## src/rtl/ticsm_pkg.sv

```systemverilog
`default_nettype none
// ----------------------------------------------------------------------------
// ticsm_pkg: shared constants and types of the two-index color scatter map
// Map geometry, field widths, action codes and the structs passed between
// the register block, the index scaler and the map controller.
// ----------------------------------------------------------------------------
package ticsm_pkg;

	localparam int MAP_WIDTH  = 256;
	localparam int MAP_HEIGHT = 256;

	localparam int COL_W     = $clog2(MAP_WIDTH);
	localparam int ROW_W     = $clog2(MAP_HEIGHT);
	localparam int QUOT_W    = (COL_W > ROW_W) ? COL_W : ROW_W;
	localparam int IDX_W     = 16;
	localparam int NUM_W     = IDX_W + QUOT_W;
	localparam int CH_W      = 8;
	localparam int COLOR_W   = 3 * CH_W;
	localparam int POS_W     = 8;
	localparam int MAP_DEPTH = MAP_WIDTH * MAP_HEIGHT;
	localparam int ADDR_W    = $clog2(MAP_DEPTH);

	localparam logic [1:0] ACT_CLEAR = 2'd0;
	localparam logic [1:0] ACT_PLOT  = 2'd1;
	localparam logic [1:0] ACT_READ  = 2'd2;
	localparam logic [1:0] ACT_NOP   = 2'd3;

	localparam int          APB_ADDR_W  = 3;
	localparam logic        REG_SCALE_1 = 1'b0;
	localparam logic        REG_SCALE_2 = 1'b1;
	localparam logic [15:0] SCALE_RESET = 16'hFFFF;

	typedef struct packed {
		logic [IDX_W-1:0] scale_first;
		logic [IDX_W-1:0] scale_second;
	} cfg_t;

	typedef struct packed {
		logic [1:0]       action;
		logic [IDX_W-1:0] index_first;
		logic [IDX_W-1:0] index_second;
		logic [CH_W-1:0]  pixel_red;
		logic [CH_W-1:0]  pixel_green;
		logic [CH_W-1:0]  pixel_blue;
		logic [POS_W-1:0] read_column;
		logic [POS_W-1:0] read_row;
	} item_t;

	typedef struct packed {
		logic [POS_W-1:0] map_column;
		logic [POS_W-1:0] map_row;
		logic [CH_W-1:0]  entry_red;
		logic [CH_W-1:0]  entry_green;
		logic [CH_W-1:0]  entry_blue;
		logic             range_error;
	} result_t;

	typedef struct packed {
		logic             start;
		logic [IDX_W-1:0] index_first;
		logic [IDX_W-1:0] index_second;
		logic [IDX_W-1:0] scale_first;
		logic [IDX_W-1:0] scale_second;
	} scale_req_t;

	typedef struct packed {
		logic             done;
		logic [COL_W-1:0] column;
		logic [ROW_W-1:0] row;
	} scale_rsp_t;

endpackage
`default_nettype wire

```

## src/rtl/ticsm_cfg_regs.sv

```systemverilog
`default_nettype none
// ----------------------------------------------------------------------------
// ticsm_cfg_regs: configuration registers
// Holds the two full-scale registers behind a simple APB slave.
// ----------------------------------------------------------------------------
module ticsm_cfg_regs
	import ticsm_pkg::*;
(
	input  wire logic                  clk,
	input  wire logic                  arst_n,
	input  wire logic                  psel,
	input  wire logic                  penable,
	input  wire logic                  pwrite,
	input  wire logic [APB_ADDR_W-1:0] paddr,
	input  wire logic [31:0]           pwdata,
	output logic      [31:0]           prdata,
	output logic                       pready,
	output cfg_t                       cfg
);

	cfg_t cfg_q;
	logic wr_en;

	assign pready = 1'b1;
	assign wr_en  = psel && penable && pwrite && pready;
	assign cfg    = cfg_q;

	// Register select uses the word index only; the byte offset is ignored.
	always_ff @(posedge clk or negedge arst_n) begin
		if (!arst_n) begin
			cfg_q.scale_first  <= SCALE_RESET;
			cfg_q.scale_second <= SCALE_RESET;
		end else if (wr_en) begin
			case (paddr[2])
				REG_SCALE_1: cfg_q.scale_first  <= pwdata[IDX_W-1:0];
				REG_SCALE_2: cfg_q.scale_second <= pwdata[IDX_W-1:0];
				default: ;
			endcase
		end
	end

	always_comb begin
		case (paddr[2])
			REG_SCALE_1: prdata = 32'(cfg_q.scale_first);
			REG_SCALE_2: prdata = 32'(cfg_q.scale_second);
			default:     prdata = '0;
		endcase
	end

endmodule
`default_nettype wire

```

## config.mk

```make
export PLATFORM = sky130hd
export DESIGN_NAME = ticsm_cfg_regs
export DESIGN_NICKNAME = d
export VERILOG_FILES = /design/src/rtl/ticsm_pkg.sv /design/src/rtl/ticsm_cfg_regs.sv
export SDC_FILE = /design/constraint.sdc
export NUM_CORES = 1
export LEC_CHECK = 0
export BUFFER_PORTS_ARGS = -buffer_cell sky130_fd_sc_hd__buf_2
export CAP_MARGIN = 15
export CORE_ASPECT_RATIO = 0.9
export CORE_MARGIN = 4
export CORE_UTILIZATION = 45
export CTS_CLUSTER_DIAMETER = 200
export DETAILED_ROUTE_END_ITERATION = 8
export PLACE_DENSITY = 0.91
export SKIP_CTS_REPAIR_TIMING = 1
export SLEW_MARGIN = 30
export SYNTH_ARGS = -nofsm -noshare
export SYNTH_HDL_FRONTEND = slang
export SYNTH_SLANG_ARGS = --single-unit
```

## constraint.sdc

```tcl
create_clock -name clk -period 2.5 [get_ports clk]
set_input_delay 0.5 -clock clk [delete_from_list [all_inputs] [get_ports clk]]
set_output_delay 0.5 -clock clk [all_outputs]
set_load 0.01 [all_outputs]
```

# After elaboration in Yosys (flattened, before gate mapping)
# Cells that the tools add are included.
# W data, S select, Z words.
[totals]
regBits = 32
input_bits = 40
[op_classes]
muxes = 1
bitwise_logic = 1
reduce_logical = 4
[ops]
columns = ["operator", "n"]
rows = [
  ["$pmux W32 S2", 1],
  ["$reduce_and A2 Y1", 2],
  ["$logic_and A1 B1 Y1", 2],
  ["$not A1 Y1", 1],
]

# Logic depth before layout (Yosys ltp)
# Gate-level depths: netlist of the first run.
[logic_depth]
word_depth = 3
ltp_mapped = 4

# Worst setup path before layout of the first run
# No wires, ideal clock.
[synth_timing]
path_type = "input to output"
start = "input paddr[2]"
end = "output prdata[10]"
t_arrival_ps = 1198
required_ps = 2000
setup_slack_ps = 802
stages = 3
path_buffers = 2
path_cell_list = "buf_6 -> buf_2 -> mux2_2"
[synth_via]
elab_chain_cells = 2
[synth_lines]
columns = ["element", "line", "source"]
rows = [
  ["from (decl)", "ticsm_cfg_regs.sv:14", "input wire logic [APB_ADDR_W-1:0] paddr,"],
  ["$not A1 Y1", "n/a", ""],
  ["$pmux W32 S2 *", "ticsm_cfg_regs.sv:43", "case (paddr[2])"],
  ["to (decl)", "ticsm_cfg_regs.sv:16", "output logic [31:0] prdata,"],
]
# Every way passes the cells marked *; elsewhere a longest branch is shown, timed or not. The select of a mux whose other input is x is not followed.

# Worst setup path in the final report of the first run
[layout_timing]
start = "input paddr[2]"
end = "output prdata[8]"
# The elaborated chain is that of the path after synthesis.

==> results of run 1 <==
-- cell usage after synthesis --
cell type / count / area, um2
buf_2: 1 / 5.00
mux2_4: 10 / 150
mux2_2: 38 / 428
buf_6: 3 / 33.8
nand4b_4: 1 / 23.8
dfstp_2: 32 / 841
conb_1: 2 / 7.51
nand4_4: 1 / 21.3
buf_4: 17 / 128
-- cells by family after synthesis --
kind of cell / after synthesis / synth area share (%)
and+or+nand+nor: 2 / 2.75
other: 2 / 0.459
DFF: 32 / 51.3
muxes: 48 / 35.3
buffers and inverters: 21 / 10.2
-- where the power goes --
group / switching (mW) / internal, mW / total [mW]
combinational: 0.243 / 0.287 / 0.530
sequential: 0.0843 / 0.718 / 0.803
clock: 0.165 / 0.189 / 0.354
-- area by class of cell --
| class | instances | area, um2 | share of cell area (%) |
|---|---|---|---|
| Clock buffer | 6 | 72.6 | 3.62 |
| Clock inverter | 1 | 5.00 | 0.250 |
| Multi-Input combinational cell | 67 | 687 | 34.2 |
| Sequential cell | 32 | 841 | 41.9 |
| Tap cell | 44 | 55.1 | 2.74 |
| Timing Repair Buffer | 69 | 345 | 17.2 |
-- stage by stage --
| step | utilization (%) | area, um2 | setup WS (ns) | hold WS [ns] | instances |
|---|---|---|---|---|---|
| 3_3_place_gp | 56.2 | 1930 | 0.577 | 0.611 | 212 |
| 6_report | 58.5 | 2010 | 0.582 | 0.465 | 219 |
| 4_1_cts | 58.5 | 2010 | 0.553 | 0.459 | 219 |
| 5_1_grt | 58.5 | 2010 | 0.527 | 0.459 | 219 |
| 3_5_place_dp | 56.2 | 1930 | 0.561 | 0.615 | 212 |
| 2_1_floorplan | - | 1690 | 0.802 | 0.352 | 120 |
-- worst max-delay path: stages --
cell	delay [ns]
buf_2	0.38
mux2_2	0.39
buf_2	0.14
-- worst min-delay path by stage --
stage               to  slack [ns]  cells past startpoint
6_report       cfg[16]        0.47                      2
5_1_grt        cfg[16]        0.46                      2
4_1_cts        cfg[30]        0.46                      2
3_5_place_dp   cfg[21]        0.61                      1
3_3_place_gp   cfg[20]        0.61                      1
2_1_floorplan   cfg[0]        0.35                      0
-- cells in the final DEF (no fill, tap or decap) --
cell	count
mux2_2	38
dfstp_2	32
nand4b_4	1
clkbuf_8	5
clkinv_2	1
clkbuf_1	1
mux2_4	10
nand4_4	1
buf_2	69
conb_1	17
-- routing by layer --
layer | vias up | global-route usage (%) | wire length (um)
li1 | 474 | - | -
met1 | 517 | 17.0 | 1260
met2 | 41 | 26.4 | 1760
met3 | 3 | 4.59 | 247
met4 | 0 | 3.52 | 22
met5 | - | 0 | 0
==> results.ini, run 1 <==
[worst_hold_path]
hp-start = pwdata[0]
hold_path.class = in -> reg

[placement]
io_buffers = 69
gp_congestion = 0.688
dp_hpwl_um = 2440

[global_routing]
gr-total-overflow = 0
grt_pass1_wl_um = 5300
gr-usage-all-layers_pct = 14.7
grt_antenna_before_repair = 0
grt_pass1_vias = 1080
grt_max_degree = 33

[sta]
fin_crit_sh_pct = 76.7
worst_pin_slew_ns = 0.675
slew_violations = 0
fin_tns_setup_ns = 0
rsz0062_at_grt = false
relSlewSlack_pct = 55.0
fin_skew_ns = 0
setup_viol = 0
min_period_ns = 1.92
finalHoldViolCount = 0
fmax_mhz = 521

[critical_path]
r2r_slack_ns = 1.72
cp-start-kind = input port
path_class = in -> out
critical_path_required_ns = 2.00
critPathMaxFanout = 18
startpoint = paddr[2]
reg2reg_to = cfg[28]
endpoint = prdata[8]
r2r_cells = 1
cp_data_arrival_time_ns = 1.42
end_kind = output pin
r2r_start = cfg[28]

[power]
finalPower_mw = 1.69
power_density_mw_per_mm2 = 841
leakage_nw = 0.993
vdd_drop_max_mv = 0.460

[routing]
drt_iter0_drc = 39
wl_um = 3300
viasPerCell = 4.73
drtPass1Iterations = 2
vias = 1035
wl_per_cell_um = 15.1
remaining_drc_errors = 0
antenna_left = 0

[synth]
syn_area_mm2 = 0.00164
syn_inst = 105
synth_warnings = 0
ys_ff_latch = 32
synth_cell_types = 9
yosysSeqAreaShare_pct = 51.3
postSynthAreaPerCell_um2 = 15.6

[clock_network]
cts.clk_slew.worst_paths_ns = 0.06
cts_buffers = 5
cts_tree = done
cts.sinks = 32
clock_path_buffers = 2
cts_root_buf = clkbuf_8
clock_latency_ns = 0.27
htreeDepth = 2

[layout]
nNetsFinal = 215
antenna_cells = 0
area_growth_pct = 22.5
fill_cells = 288
drive_gt1_share_pct = 89.7
largest_reg_flops = 32

[floorplanning]
core_mm2 = 0.00343
die_width_um = 71.6
die_h_um = 65.2
rows = 20
dieArea_mm2 = 0.00467
io_pins = 105
start_util_pct = 47.8

[run_status]
status = finished clean

[flow_run]
cap_violations = 0

Note: power is estimated with default switching activity, not from simulation.
==> run 2: changes to the inputs <==
CORE_UTILIZATION = 42   (was 45)
PLACE_DENSITY = 0.86   (was 0.91)
clock period = 1.79 ns   (was 2.5 ns; I/O delays follow)
==> results.ini, run 2 (same netlist as run 1, synthesis figures left out) <==
[layout]
nNetsFinal = 218  ; +1.4%
layout_common_cells = 69 x buf_2, 38 x mux2_2, 32 x dfstp_2
final_common_cell = buf_2
fill_cells = 313  ; +8.7%
antenna_cells = 0  ; unchanged
drive_gt1_share_pct = 90.4  ; +0.74 points
area_growth_pct = 25.9
largest_reg_flops = 32  ; unchanged
final-seq-area_um2 = 841  ; unchanged
multi_input_area_um2 = 687  ; unchanged

[sta]
worst_pin_slew_ns = 0.683  ; +0.00790 ns
fin_crit_sh_pct = 82.2
fin_tns_setup_ns = 0  ; unchanged
finalHoldViolCount = 0  ; unchanged
rsz0062_at_grt = false
slew_violations = 0  ; unchanged
setup_viol = 0  ; unchanged
fmax_mhz = 679
relSlewSlack_pct = 54.5  ; -0.53 points
layout_setup_ws_ns = 0.318  ; -0.264 ns
min_period_ns = 1.47
fin_skew_ns = 0  ; unchanged

[critical_path]
cp-start-kind = input port
critical_path_required_ns = 1.43  ; -0.57 ns
path_class = in -> out
r2r_start = cfg[13]
reg2reg_to = cfg[13]
r2r_slack_ns = 1.04  ; -0.68 ns
critPathMaxFanout = 18  ; unchanged
r2r_cells = 1  ; unchanged
end_kind = output pin
cp_data_arrival_time_ns = 1.11  ; -0.31 ns

[floorplanning]
die_width_um = 73.8  ; +3.1%
core_mm2 = 0.00373  ; +8.8%
die_h_um = 67.2  ; +3.1%
rows = 21  ; +5.0%
io_pins = 105  ; unchanged
start_util_pct = 43.9  ; -3.9 points
dieArea_mm2 = 0.00496  ; +6.3%

[routing]
drt_iter0_drc = 37  ; -5.1%
drtPass1Iterations = 2  ; unchanged
wl_per_cell_um = 14.3  ; -5.2%
vias = 1072  ; +3.6%
antenna_left = 0  ; unchanged
viasPerCell = 4.79  ; +1.3%
remaining_drc_errors = 0  ; unchanged
wl_um = 3200  ; -3.1%

[power]
leakage_nw = 1.02  ; +2.7%
finalPower_mw = 2.45  ; +45%
vdd_drop_max_mv = 0.653  ; +42%
power_density_mw_per_mm2 = 1190  ; +42%

[clock_network]
cts.sinks = 32  ; unchanged
cts_buffers = 5  ; unchanged
htreeDepth = 2  ; unchanged
clock_latency_ns = 0.27  ; about the same
clock_path_buffers = 2  ; unchanged
cts.clk_slew.worst_paths_ns = 0.06  ; about the same
cts_tree = done
cts_root_buf = clkbuf_8

[global_routing]
gr-usage-all-layers_pct = 13.8  ; -0.87 points
grt_max_degree = 33  ; unchanged
grt_antenna_before_repair = 0  ; unchanged
grt_pass1_vias = 1106  ; +2.4%
gr-total-overflow = 0  ; unchanged
grt_pass1_wl_um = 5180  ; -2.3%

[placement]
gp_congestion = 0.650  ; -5.5%
dp_hpwl_um = 2380  ; -2.6%
io_buffers = 69  ; unchanged
post-place-ws_ns = 0.315  ; -0.246 ns

[worst_hold_path]
hold-path-cell-count = 2  ; unchanged
min_to = cfg[17]
hp-start = pwdata[1]
hold_path.class = in -> reg

[run_status]
status = finished clean

[flow_run]
cap_violations = 0  ; unchanged

## run 2: metal layers
layer	global-route usage [%]	part of all wire [%]
met4	4.07	1.3
met3	5.65	9.7
met2	21.7	46
met5	0	0
met1	17.5	43
## run 2: worst max path at each step
stage	from	end	slack, ns
2_1_floorplan	paddr[2]	prdata[10]	0.38
3_3_place_gp	paddr[2]	prdata[12]	0.32
3_5_place_dp	paddr[2]	prdata[15]	0.32
4_1_cts	paddr[2]	prdata[15]	0.31
5_1_grt	cfg[21]	prdata[5]	0.28
6_report	paddr[2]	prdata[15]	0.32
## run 2: per-stage QoR
stage | util (%) | area (um2) | std cells | hold WS (ns)
floorplan | - | 1690 | 120 | 0.210
global placement | 52.7 | 1970 | 217 | 0.604
detailed placement | 52.7 | 1970 | 217 | 0.604
CTS | 55.3 | 2060 | 224 | 0.310
global route | 55.3 | 2060 | 224 | 0.302
finish | 55.3 | 2060 | 224 | 0.322
## run 2: critical path, cell delays in order
cell    delay [ns]
buf_2         0.10
buf_12        0.16
mux2_2        0.35
buf_2         0.14
## run 2: power breakdown
part	switching [mW]	internal (mW)	leakage, nW
sequential	0.116	1.00	0.336
clock	0.250	0.342	0.0503
combinational	0.337	0.406	0.634
total	0.703	1.75	1.02
## run 2: cell type report
type	count	area share, %
clock buffer	7	4.67
multi-input combinational	67	33.3
sequential	32	40.8
tap	46	2.79
timing repair buffer	72	18.4
