## config.mk

```make
export PLATFORM = sky130hd
export DESIGN_NAME = ticsm_scaler
export DESIGN_NICKNAME = d
export VERILOG_FILES = /design/src/rtl/ticsm_pkg.sv /design/src/rtl/ticsm_scaler.sv
export SDC_FILE = /design/constraint.sdc
export NUM_CORES = 1
export LEC_CHECK = 0
export BUFFER_PORTS_ARGS = -buffer_cell sky130_fd_sc_hd__buf_2
export CORE_UTILIZATION = 65
export CTS_CLUSTER_SIZE = 25
export DETAILED_ROUTE_END_ITERATION = 7
export GPL_ROUTABILITY_DRIVEN = 0
export GPL_TIMING_DRIVEN = 0
export MAX_ROUTING_LAYER = met4
export PLACE_DENSITY = 0.82
export SLEW_MARGIN = 20
export SYNTH_ARGS = -nofsm -noshare
export SYNTH_HDL_FRONTEND = slang
export SYNTH_SLANG_ARGS = --single-unit
```

## constraint.sdc

```tcl
create_clock -name clk -period 6.4 [get_ports clk]
set_input_delay 1.28 -clock clk [delete_from_list [all_inputs] [get_ports clk]]
set_output_delay 1.28 -clock clk [all_outputs]
set_load 0.05 [all_outputs]
```

## src/rtl/ticsm_pkg.sv

```systemverilog
`default_nettype none
// ----------------------------------------------------------------------------
// ticsm_pkg: shared constants and types of the two-index color scatter map
// Map geometry, field widths, action codes and the structs passed between
// the register block, the index scaler and the map controller.
// ----------------------------------------------------------------------------
package ticsm_pkg;

	localparam int MAP_WIDTH  = 256;
	localparam int MAP_HEIGHT = 256;

	localparam int COL_W     = $clog2(MAP_WIDTH);
	localparam int ROW_W     = $clog2(MAP_HEIGHT);
	localparam int QUOT_W    = (COL_W > ROW_W) ? COL_W : ROW_W;
	localparam int IDX_W     = 16;
	localparam int NUM_W     = IDX_W + QUOT_W;
	localparam int CH_W      = 8;
	localparam int COLOR_W   = 3 * CH_W;
	localparam int POS_W     = 8;
	localparam int MAP_DEPTH = MAP_WIDTH * MAP_HEIGHT;
	localparam int ADDR_W    = $clog2(MAP_DEPTH);

	localparam logic [1:0] ACT_CLEAR = 2'd0;
	localparam logic [1:0] ACT_PLOT  = 2'd1;
	localparam logic [1:0] ACT_READ  = 2'd2;
	localparam logic [1:0] ACT_NOP   = 2'd3;

	localparam int          APB_ADDR_W  = 3;
	localparam logic        REG_SCALE_1 = 1'b0;
	localparam logic        REG_SCALE_2 = 1'b1;
	localparam logic [15:0] SCALE_RESET = 16'hFFFF;

	typedef struct packed {
		logic [IDX_W-1:0] scale_first;
		logic [IDX_W-1:0] scale_second;
	} cfg_t;

	typedef struct packed {
		logic [1:0]       action;
		logic [IDX_W-1:0] index_first;
		logic [IDX_W-1:0] index_second;
		logic [CH_W-1:0]  pixel_red;
		logic [CH_W-1:0]  pixel_green;
		logic [CH_W-1:0]  pixel_blue;
		logic [POS_W-1:0] read_column;
		logic [POS_W-1:0] read_row;
	} item_t;

	typedef struct packed {
		logic [POS_W-1:0] map_column;
		logic [POS_W-1:0] map_row;
		logic [CH_W-1:0]  entry_red;
		logic [CH_W-1:0]  entry_green;
		logic [CH_W-1:0]  entry_blue;
		logic             range_error;
	} result_t;

	typedef struct packed {
		logic             start;
		logic [IDX_W-1:0] index_first;
		logic [IDX_W-1:0] index_second;
		logic [IDX_W-1:0] scale_first;
		logic [IDX_W-1:0] scale_second;
	} scale_req_t;

	typedef struct packed {
		logic             done;
		logic [COL_W-1:0] column;
		logic [ROW_W-1:0] row;
	} scale_rsp_t;

endpackage
`default_nettype wire

```

## src/rtl/ticsm_scaler.sv

```systemverilog
`default_nettype none
// ----------------------------------------------------------------------------
// ticsm_scaler: index to map position scaler
// Multiplies both indices by the last column and row number, then divides
// each by its full scale with two parallel restoring dividers, one bit a cycle.
// ----------------------------------------------------------------------------
module ticsm_scaler
	import ticsm_pkg::*;
(
	input  wire logic       clk,
	input  wire logic       arst_n,
	input  scale_req_t      req,
	output scale_rsp_t      rsp
);

	localparam int CNT_W = $clog2(QUOT_W + 1);

	localparam logic [1:0] PH_IDLE = 2'd0;
	localparam logic [1:0] PH_LOAD = 2'd1;
	localparam logic [1:0] PH_DIV  = 2'd2;
	localparam logic [1:0] PH_FIN  = 2'd3;

	logic [1:0]        phase_q;
	logic [CNT_W-1:0]  cnt_q;
	logic [NUM_W-1:0]  prod_a_q, prod_b_q;
	logic [IDX_W-1:0]  div_a_q, div_b_q;
	logic [IDX_W-1:0]  rem_a_q, rem_b_q;
	logic [QUOT_W-1:0] low_a_q, low_b_q;
	logic [QUOT_W-1:0] quot_a_q, quot_b_q;

	logic [IDX_W:0]    trial_a, trial_b;
	logic              take_a, take_b;

	assign trial_a = {rem_a_q, low_a_q[QUOT_W-1]};
	assign trial_b = {rem_b_q, low_b_q[QUOT_W-1]};
	assign take_a  = trial_a >= {1'b0, div_a_q};
	assign take_b  = trial_b >= {1'b0, div_b_q};

	always_ff @(posedge clk or negedge arst_n) begin
		if (!arst_n) begin
			phase_q <= PH_IDLE;
			cnt_q   <= '0;
		end else begin
			case (phase_q)
				PH_IDLE: if (req.start) phase_q <= PH_LOAD;
				PH_LOAD: begin
					phase_q <= PH_DIV;
					cnt_q   <= '0;
				end
				PH_DIV: begin
					cnt_q <= cnt_q + 1'b1;
					if (cnt_q == CNT_W'(QUOT_W - 1)) phase_q <= PH_FIN;
				end
				PH_FIN:  phase_q <= PH_IDLE;
				default: phase_q <= PH_IDLE;
			endcase
		end
	end

	always_ff @(posedge clk) begin
		case (phase_q)
			PH_IDLE: begin
				prod_a_q <= NUM_W'(req.index_first) * NUM_W'(MAP_WIDTH - 1);
				prod_b_q <= NUM_W'(req.index_second) * NUM_W'(MAP_HEIGHT - 1);
				div_a_q  <= req.scale_first;
				div_b_q  <= req.scale_second;
			end
			PH_LOAD: begin
				// The index never exceeds its scale, so the top part is below it.
				rem_a_q <= prod_a_q[NUM_W-1:QUOT_W];
				rem_b_q <= prod_b_q[NUM_W-1:QUOT_W];
				low_a_q <= prod_a_q[QUOT_W-1:0];
				low_b_q <= prod_b_q[QUOT_W-1:0];
			end
			PH_DIV: begin
				rem_a_q  <= take_a ? IDX_W'(trial_a - {1'b0, div_a_q}) : trial_a[IDX_W-1:0];
				rem_b_q  <= take_b ? IDX_W'(trial_b - {1'b0, div_b_q}) : trial_b[IDX_W-1:0];
				low_a_q  <= low_a_q << 1;
				low_b_q  <= low_b_q << 1;
				quot_a_q <= QUOT_W'({quot_a_q, take_a});
				quot_b_q <= QUOT_W'({quot_b_q, take_b});
			end
			default: ;
		endcase
	end

	assign rsp.done   = (phase_q == PH_FIN);
	assign rsp.column = quot_a_q[COL_W-1:0];
	assign rsp.row    = quot_b_q[ROW_W-1:0];

endmodule
`default_nettype wire

```

# Word-level counts from Yosys, hierarchy flattened
# Index checks and enable logic that the tools add are counted.
[totals] register_bits=150 inputBits=67 output_inout_bits=17 wordCells=38
[classes] addsub=3 multipliers=2 magnitude_cmp=2 eq_ne=6 muxes=10 reduce_logical=3
[ops] op="case mux 16 bit (2 select lines)" count=2
[ops] op="multiplier 16 x 8 -> 24 bit (second input constant)" count=2
[ops] op="greater-or-equal comparator 17 x 16 -> 1 bit" count=2
[ops] op="two-way mux 16 bit" count=2
[ops] op="case mux 8 bit (2 select lines)" count=2
[ops] op="subtractor 16 bit" count=2
[ops] op="case mux 2 bit (4 select lines)" count=1
[ops] op="case mux 4 bit (2 select lines)" count=1
[ops] op="adder 4 x 1 -> 4 bit (second input constant)" count=1
[ops] op="equality test 2 bit (second input constant)" count=2
[ops] op="equality test 4 x 3 -> 1 bit (second input constant)" count=1
[ops] op="two-way mux 2 bit" count=2
[ops] op="!= test 2 bit (second input constant)" count=2
[ops] op="equality test 2 x 1 -> 1 bit (second input constant)" count=1
[ops] op="logical NOT 2 bit" count=1
[ops] op="AND reduction 2 bit" count=1
[ops] op="nonzero test 2 bit" count=1

# Depth between registers and ports, before layout
# Gate-level depths: netlist (run 1).
[logic_depth] depth_word=3 depth_mapped=16 mapped_depth_nobuf=16

# Worst setup path after synthesis (run 1)
# OpenSTA, ideal clock, no wires.
[synth_timing] kind="in2reg" start="input port req[54] (netlist bit)" end="register prod_a_q[22], data pin" setup_time_ps=265 arrival_time_ps=5407 required_ps=6135 path_slack_ps=728 stages=16 n_path_buf=0 cell_sequence="inv_1 fa_1 fa_1 inv_1 fa_1 inv_1 fa_1 inv_1 ha_1 a2111oi_0 o2bb2ai_1 o211a_1 nor2_1 a21oi_1 o21ai_0 xor2_1"
[synth_via] elab_chain_len=1
[synth_lines] item="start: declaration" line_no="ticsm_scaler.sv:12" text="input scale_req_t req,"
[synth_lines] item="multiplier 16 x 8 -> 24 bit" line_no="ticsm_scaler.sv:63" text="prod_a_q <= NUM_W'(req.index_first) * NUM_W'(MAP_WIDTH - 1);"
[synth_lines] item="end signal: assignment" line_no="ticsm_scaler.sv:63"
[synth_lines] item="end: declaration" line_no="ticsm_scaler.sv:25" text="logic [NUM_W-1:0] prod_a_q, prod_b_q;"
# Every way passes these cells.
# A chain may end at the register's enable or synchronous reset.

# Worst setup path in the final report (run 1)
[layout_timing] start="input port req[32] (netlist bit)" end="register prod_b_q[23], data pin"
[layout_via] elab_chain_len=1
[layout_lines] item="multiplier 16 x 8 -> 24 bit" line_no="ticsm_scaler.sv:64" text="prod_b_q <= NUM_W'(req.index_second) * NUM_W'(MAP_HEIGHT - 1);"
[layout_lines] item="end signal: assignment" line_no="ticsm_scaler.sv:64"
[layout_lines] item="end: declaration" line_no="ticsm_scaler.sv:25"
# Every way passes these cells.

==> run_results.csv, run 1 <==
group,metric,value,unit
global_routing,grt_max_degree,50,
synth,ys_dominant_reg_cell,"edfxtp_1",
route,drc_errors,0,
critical_path,cp-end-kind,"register",
cells_and_area,fin_util,74.40,%
route,drtIter0Drc,724,
floorplanning,start_util,67.32,%
route,detail-route-antenna-nets,0,
clocking,cts_tree,"yes",
clocking,numCtsBuffers,17,
route,drt_wl_total,25.71,mm
cells_and_area,mostFrequentLayoutCell,"inv_1",
clocking,root_buffer,"clkbuf_16",
clocking,hold_buffers,0,
route,drtPass1Iterations,6,
clocking,htree_num_levels,4,
floorplanning,dieHeight,144.9,um
clocking,clkTransAtPathRegs,0.06,ns
critical_path,critical_path.slowest_cell,"fa_1",
cells_and_area,area_growth,10.52,%
route,wl_per_cell,16.02,um
sta,final_max_slew_viol_count,0,
synth,syn_nets,1558,
global_routing,grt_pass1_vias,9169,
sta,layout_setup_ws,0.6736,ns
synth,synth_largest_area_cell,"edfxtp_1",
cells_and_area,final_cell_mix,"287 x inv_1, 144 x edfxtp_1, 142 x fa_1",
run_status,status,"finished clean",
critical_path,worstPathRequired,6.63,ns
synth,syn_area,13270,sq um
hold_path,holdCritPathClass,"register to register",
global_routing,grt_pass1_wl,43.62,mm
clocking,post_cts_resized,0,
placement,portBuffers,83,
cells_and_area,layout-drive-gt1-share,11.27,%
synth,async_flop_share,4.000,%
route,routed-via-count,8947,
cells_and_area,n_antenna_cell,0,
cells_and_area,fin_nets,1661,
sta,finalClockSkew,0.007317,ns
synth,syn_area_per_cell,10.84,sq um
sta,fmax,174.6,MHz
synth,yosys_warnings,0,
clocking,clock_latency,0.42,ns
sta,final.setup.tns,0,ns
synth,ys_seq_area_share,33.71,%
critical_path,arrival,5.95,ns
critical_path,slowest_delay,0.62,ns
sta,grt_setup_unrepaired,"no",
synth,synthDominantCellAreaShare,32.58,%
synth,syn-instance-count,1224,
synth,synth.top_cells.by_area,"edfxtp_1 33%, fa_1 21%, ha_1 12%",
clocking,cts_setup_buffers,0,
synth,synth_edf_count,144,
critical_path,crit_path_cell_trace,"buf_2 > fa_1 > inv_1 > fa_1 > inv_1 > fa_1 > inv_1 > fa_1 > inv_1 > ha_1 > and4_1 > o311a_1 > o41ai_1 > o21ai_1 > o31ai_1 > a21oi_1 > xnor2_1",
placement,dp_hpwl,20.44,mm
cells_and_area,stdcell_count,1605,
global_routing,grt_use_total,26.78,%
route,vias_per_cell,5.574,
floorplanning,io_pins,84,
sta,slew_headroom,52.04,%
job,maxCapViolations,0,
floorplanning,die_x,144.9,um
clocking,cts.sinks,150,
sta,period_needed,5.726,ns
synth,ys_types,62,
critical_path,path_class,"primary input to register",
placement,place_inst,1573,
clocking,cts.path.max_buffers,2,
global_routing,antenna_found_initial,0,
synth,synth_seq_cells,150,
sta,fin_crit_sh,89.48,%
placement,pre_cts_ws,0.2645,ns
global_routing,grt_overflow_total,0,
floorplanning,core_area,19720,sq um
sta,timing.final.hold_violations,0,
critical_path,crit_path_max_fanout,6,
critical_path,critPathLaunchType,"primary input",
floorplanning,die_area,21000,sq um
sta,setup_viol,0,
sta,tightestPinTransition,0.7194,ns
floorplanning,row_count,51,
## cell families after synthesis
group           share of synthesized area [%]
buf+inv                                 8.691
fa+ha+maj                               33.20
compound gates                          10.35
simple gates                            6.664
flops                                   33.71
xor+xnor                                3.959
mux                                     3.431
## critical path, delay by kind of cell
kind | cells | cell delay (ns)
adder cells (fa/ha/maj) | 5 | 2.54
AND/OR/NAND/NOR | 1 | 0.22
buffers and inverters | 5 | 0.38
XOR/XNOR | 1 | 0.28
AO/OA/AOI/OAI | 5 | 1.24
## synth_stat cells (10+ instances only)
| library cell | instances |
|---|---|
| nor3_1 | 15 |
| nand3_1 | 23 |
| nand2b_1 | 10 |
| mux2i_1 | 23 |
| a21oi_1 | 70 |
| a21o_1 | 22 |
| edfxtp_1 | 144 |
| xor2_1 | 25 |
| mux2_2 | 20 |
| inv_1 | 287 |
| o21a_1 | 10 |
| a211oi_1 | 10 |
| nand2_1 | 42 |
| fa_1 | 142 |
| o21ai_0 | 36 |
| xnor2_1 | 35 |
| nor2_1 | 60 |
| ha_1 | 125 |
| nor2b_1 | 17 |
## metal layers
metal	vias to the layer above	track usage, %	share of wire (%)
li1	4282	-	-
met1	4403	36.40	46
met2	233	43.08	49
met3	29	3.616	4.0
met4	0	6.170	1.3
met5	-	-	0
## final timing paths
check,from,to,slack (ns),cells past startpoint
max,req[32],prod_b_q[23],0.67,17
min,quot_b_q[3],quot_b_q[4],0.45,0
max reg2reg,phase_q[0],rem_a_q[7],3.27,6
min reg2reg,quot_b_q[3],quot_b_q[4],0.45,0
max in group asynchronous,arst_n,cnt_q[0],5.57,1
min in group asynchronous,arst_n,phase_q[0],0.68,1
## area by class of cell
type                            instances  area (sq um)
Sequential cell                       150          4474
Multi-Input combinational cell        770          7659
Fill cell                            1352          5047
Inverter                              287          1077
Buffer                                 17         76.32
Clock inverter                         15         191.4
Tap cell                              265         331.6
Timing Repair Buffer                   84         435.4
Clock buffer                           17         425.4
## flip-flops by register name, indices dropped and copies added (netlist names)
signal	count
prod_a_q	24
prod_b_q	24
div_a_q	16
div_b_q	16
rem_a_q	16
rem_b_q	16
low_a_q	8
low_b_q	8
quot_a_q	8
quot_b_q	8
cnt_q	4
phase_q	2
## per-stage QoR
stage,hold WS [ns],instance area (sq um)
after global routing,0.4664,14670
final,0.4473,14670
after CTS,0.4512,14670
after floorplan,0.4996,13270
after detailed placement,0.4323,14050
after global placement,0.4268,14020
Power of run 1 is left out: the tool's default activity adds up to more than one toggle a clock period on the data nets, which glitch-free logic cannot reach.
==> inputs of run 2 (changes only) <==
CORE_UTILIZATION = 46   (was 65)
PLACE_DENSITY = 0.6   (was 0.82)
==> run_results.csv, run 2 (synthesis gave the netlist of run 1 again) <==
group,metric,value,unit
sta,finalClockSkew,0.01260,ns
route,drtIter0Drc,452,
cells_and_area,final_cell_mix,"287 x inv_1, 144 x edfxtp_1, 142 x fa_1",
clocking,numCtsBuffers,17,
critical_path,crit_path_cell_trace,"buf_2 > fa_1 > inv_1 > fa_1 > inv_1 > fa_1 > inv_1 > fa_1 > inv_1 > ha_1 > and4_1 > o311a_1 > o41ai_1 > o21ai_1 > o31ai_1 > a21oi_1 > xnor2_1",
cells_and_area,largestRegisters,"prod_a_q (24), prod_b_q (24)",
floorplanning,die_x,171.9,um
critical_path,worstPathRequired,6.62,ns
sta,fin_crit_sh,89.65,%
clocking,post_cts_resized,0,
critical_path,critical_path.slowest_cell,"fa_1",
clocking,htree_num_levels,4,
clocking,clkTransAtPathRegs,0.07,ns
global_routing,grt_use_total,18.11,%
job,maxCapViolations,0,
cells_and_area,mostFrequentLayoutCell,"inv_1",
run_status,status,"finished clean",
route,vias_per_cell,4.951,
critical_path,cp-end-kind,"register",
critical_path,path_class,"primary input to register",
route,drc_errors,0,
clocking,cts_setup_buffers,0,
placement,portBuffers,83,
floorplanning,start_util,47.26,%
critical_path,crit_path_max_fanout,6,
route,detail-route-antenna-nets,0,
cells_and_area,n_antenna_cell,0,
critical_path,critPathLaunchType,"primary input",
floorplanning,core_area,28090,sq um
hold_path,timing.hold.worst_path_depth,0,
floorplanning,row_count,61,
clocking,cts.path.max_buffers,2,
cells_and_area,fin_nets,1661,
floorplanning,die_area,29540,sq um
sta,grt_setup_unrepaired,"no",
global_routing,grt_pass1_vias,8394,
critical_path,r2r_cells,6,
floorplanning,dieHeight,171.9,um
global_routing,grt_overflow_total,0,
route,routed-via-count,8506,
placement,dp_hpwl,20.04,mm
cells_and_area,area_growth,11.05,%
route,drtPass1Iterations,5,
sta,slew_headroom,52.20,%
sta,period_needed,5.738,ns
critical_path,arrival,5.95,ns
route,drt_wl_total,24.43,mm
sta,fmax,174.3,MHz
sta,timing.final.hold_violations,0,
global_routing,antenna_found_initial,0,
clocking,root_buffer,"clkbuf_16",
cells_and_area,layout-drive-gt1-share,11.19,%
floorplanning,io_pins,84,
sta,setup_viol,0,
sta,final_max_slew_viol_count,0,
clocking,clock_latency,0.43,ns
clocking,cts.sinks,150,
sta,tightestPinTransition,0.7170,ns
clocking,hold_buffers,0,
sta,final.setup.tns,0,ns
route,wl_per_cell,14.22,um
hold_path,holdCritPathClass,"register to register",
global_routing,grt_pass1_wl,40.77,mm
clocking,cts_tree,"yes",
critical_path,slowest_delay,0.63,ns
global_routing,grt_max_degree,50,
## run 2: worst paths after layout
kind,from,endpoint,slack [ns]
hold / removal,quot_b_q[6],quot_b_q[7],0.44
max in group asynchronous,arst_n,cnt_q[0],5.57
setup / recovery,req[32],prod_b_q[23],0.66
hold reg to reg,quot_b_q[6],quot_b_q[7],0.44
min in group asynchronous,arst_n,cnt_q[3],0.68
setup reg to reg,phase_q[0],rem_a_q[7],3.23
## run 2: layer usage
layer | wire length (um) | vias to the layer above | part of all wire (%) | GRT usage, %
met1 | 12980 | 4061 | 53 | 26.77
met2 | 10520 | 142 | 43 | 26.32
met3 | 725 | 11 | 3.0 | 2.495
met5 | 0 | - | 0 | -
li1 | - | 4292 | - | -
met4 | 199 | 0 | 0.81 | 4.271
## run 2: worst max-delay path: cells and delay by family
| family | cells | cell delay (ns) |
|---|---|---|
| buf+inv | 5 | 0.38 |
| simple gates | 1 | 0.20 |
| compound gates | 5 | 1.26 |
| fa+ha+maj | 5 | 2.52 |
| xor+xnor | 1 | 0.32 |
## run 2: area by class of cell
type,count,area [sq um]
Fill cell,2596,13350
Multi-Input combinational cell,770,7659
Sequential cell,150,4474
Inverter,287,1077
Tap cell,378,473.0
Timing Repair Buffer,84,435.4
Clock buffer,18,429.2
Clock inverter,14,116.4
Buffer,17,76.32
## run 2: metrics by stage
stage / util (%) / hold WS, ns / instance area, sq um / std cells / worst slack [ns]
after floorplan: - / 0.4996 / 13270 / 1224 / 0.7277
after global placement: 50.42 / 0.4311 / 14160 / 1685 / 0.2848
after detailed placement: 50.54 / 0.4256 / 14190 / 1686 / 0.2136
after CTS: 52.48 / 0.4416 / 14740 / 1718 / 0.6599
after global routing: 52.48 / 0.4550 / 14740 / 1718 / 0.3328
final: 52.48 / 0.4385 / 14740 / 1718 / 0.6624
Power of run 2 is left out for the same reason.
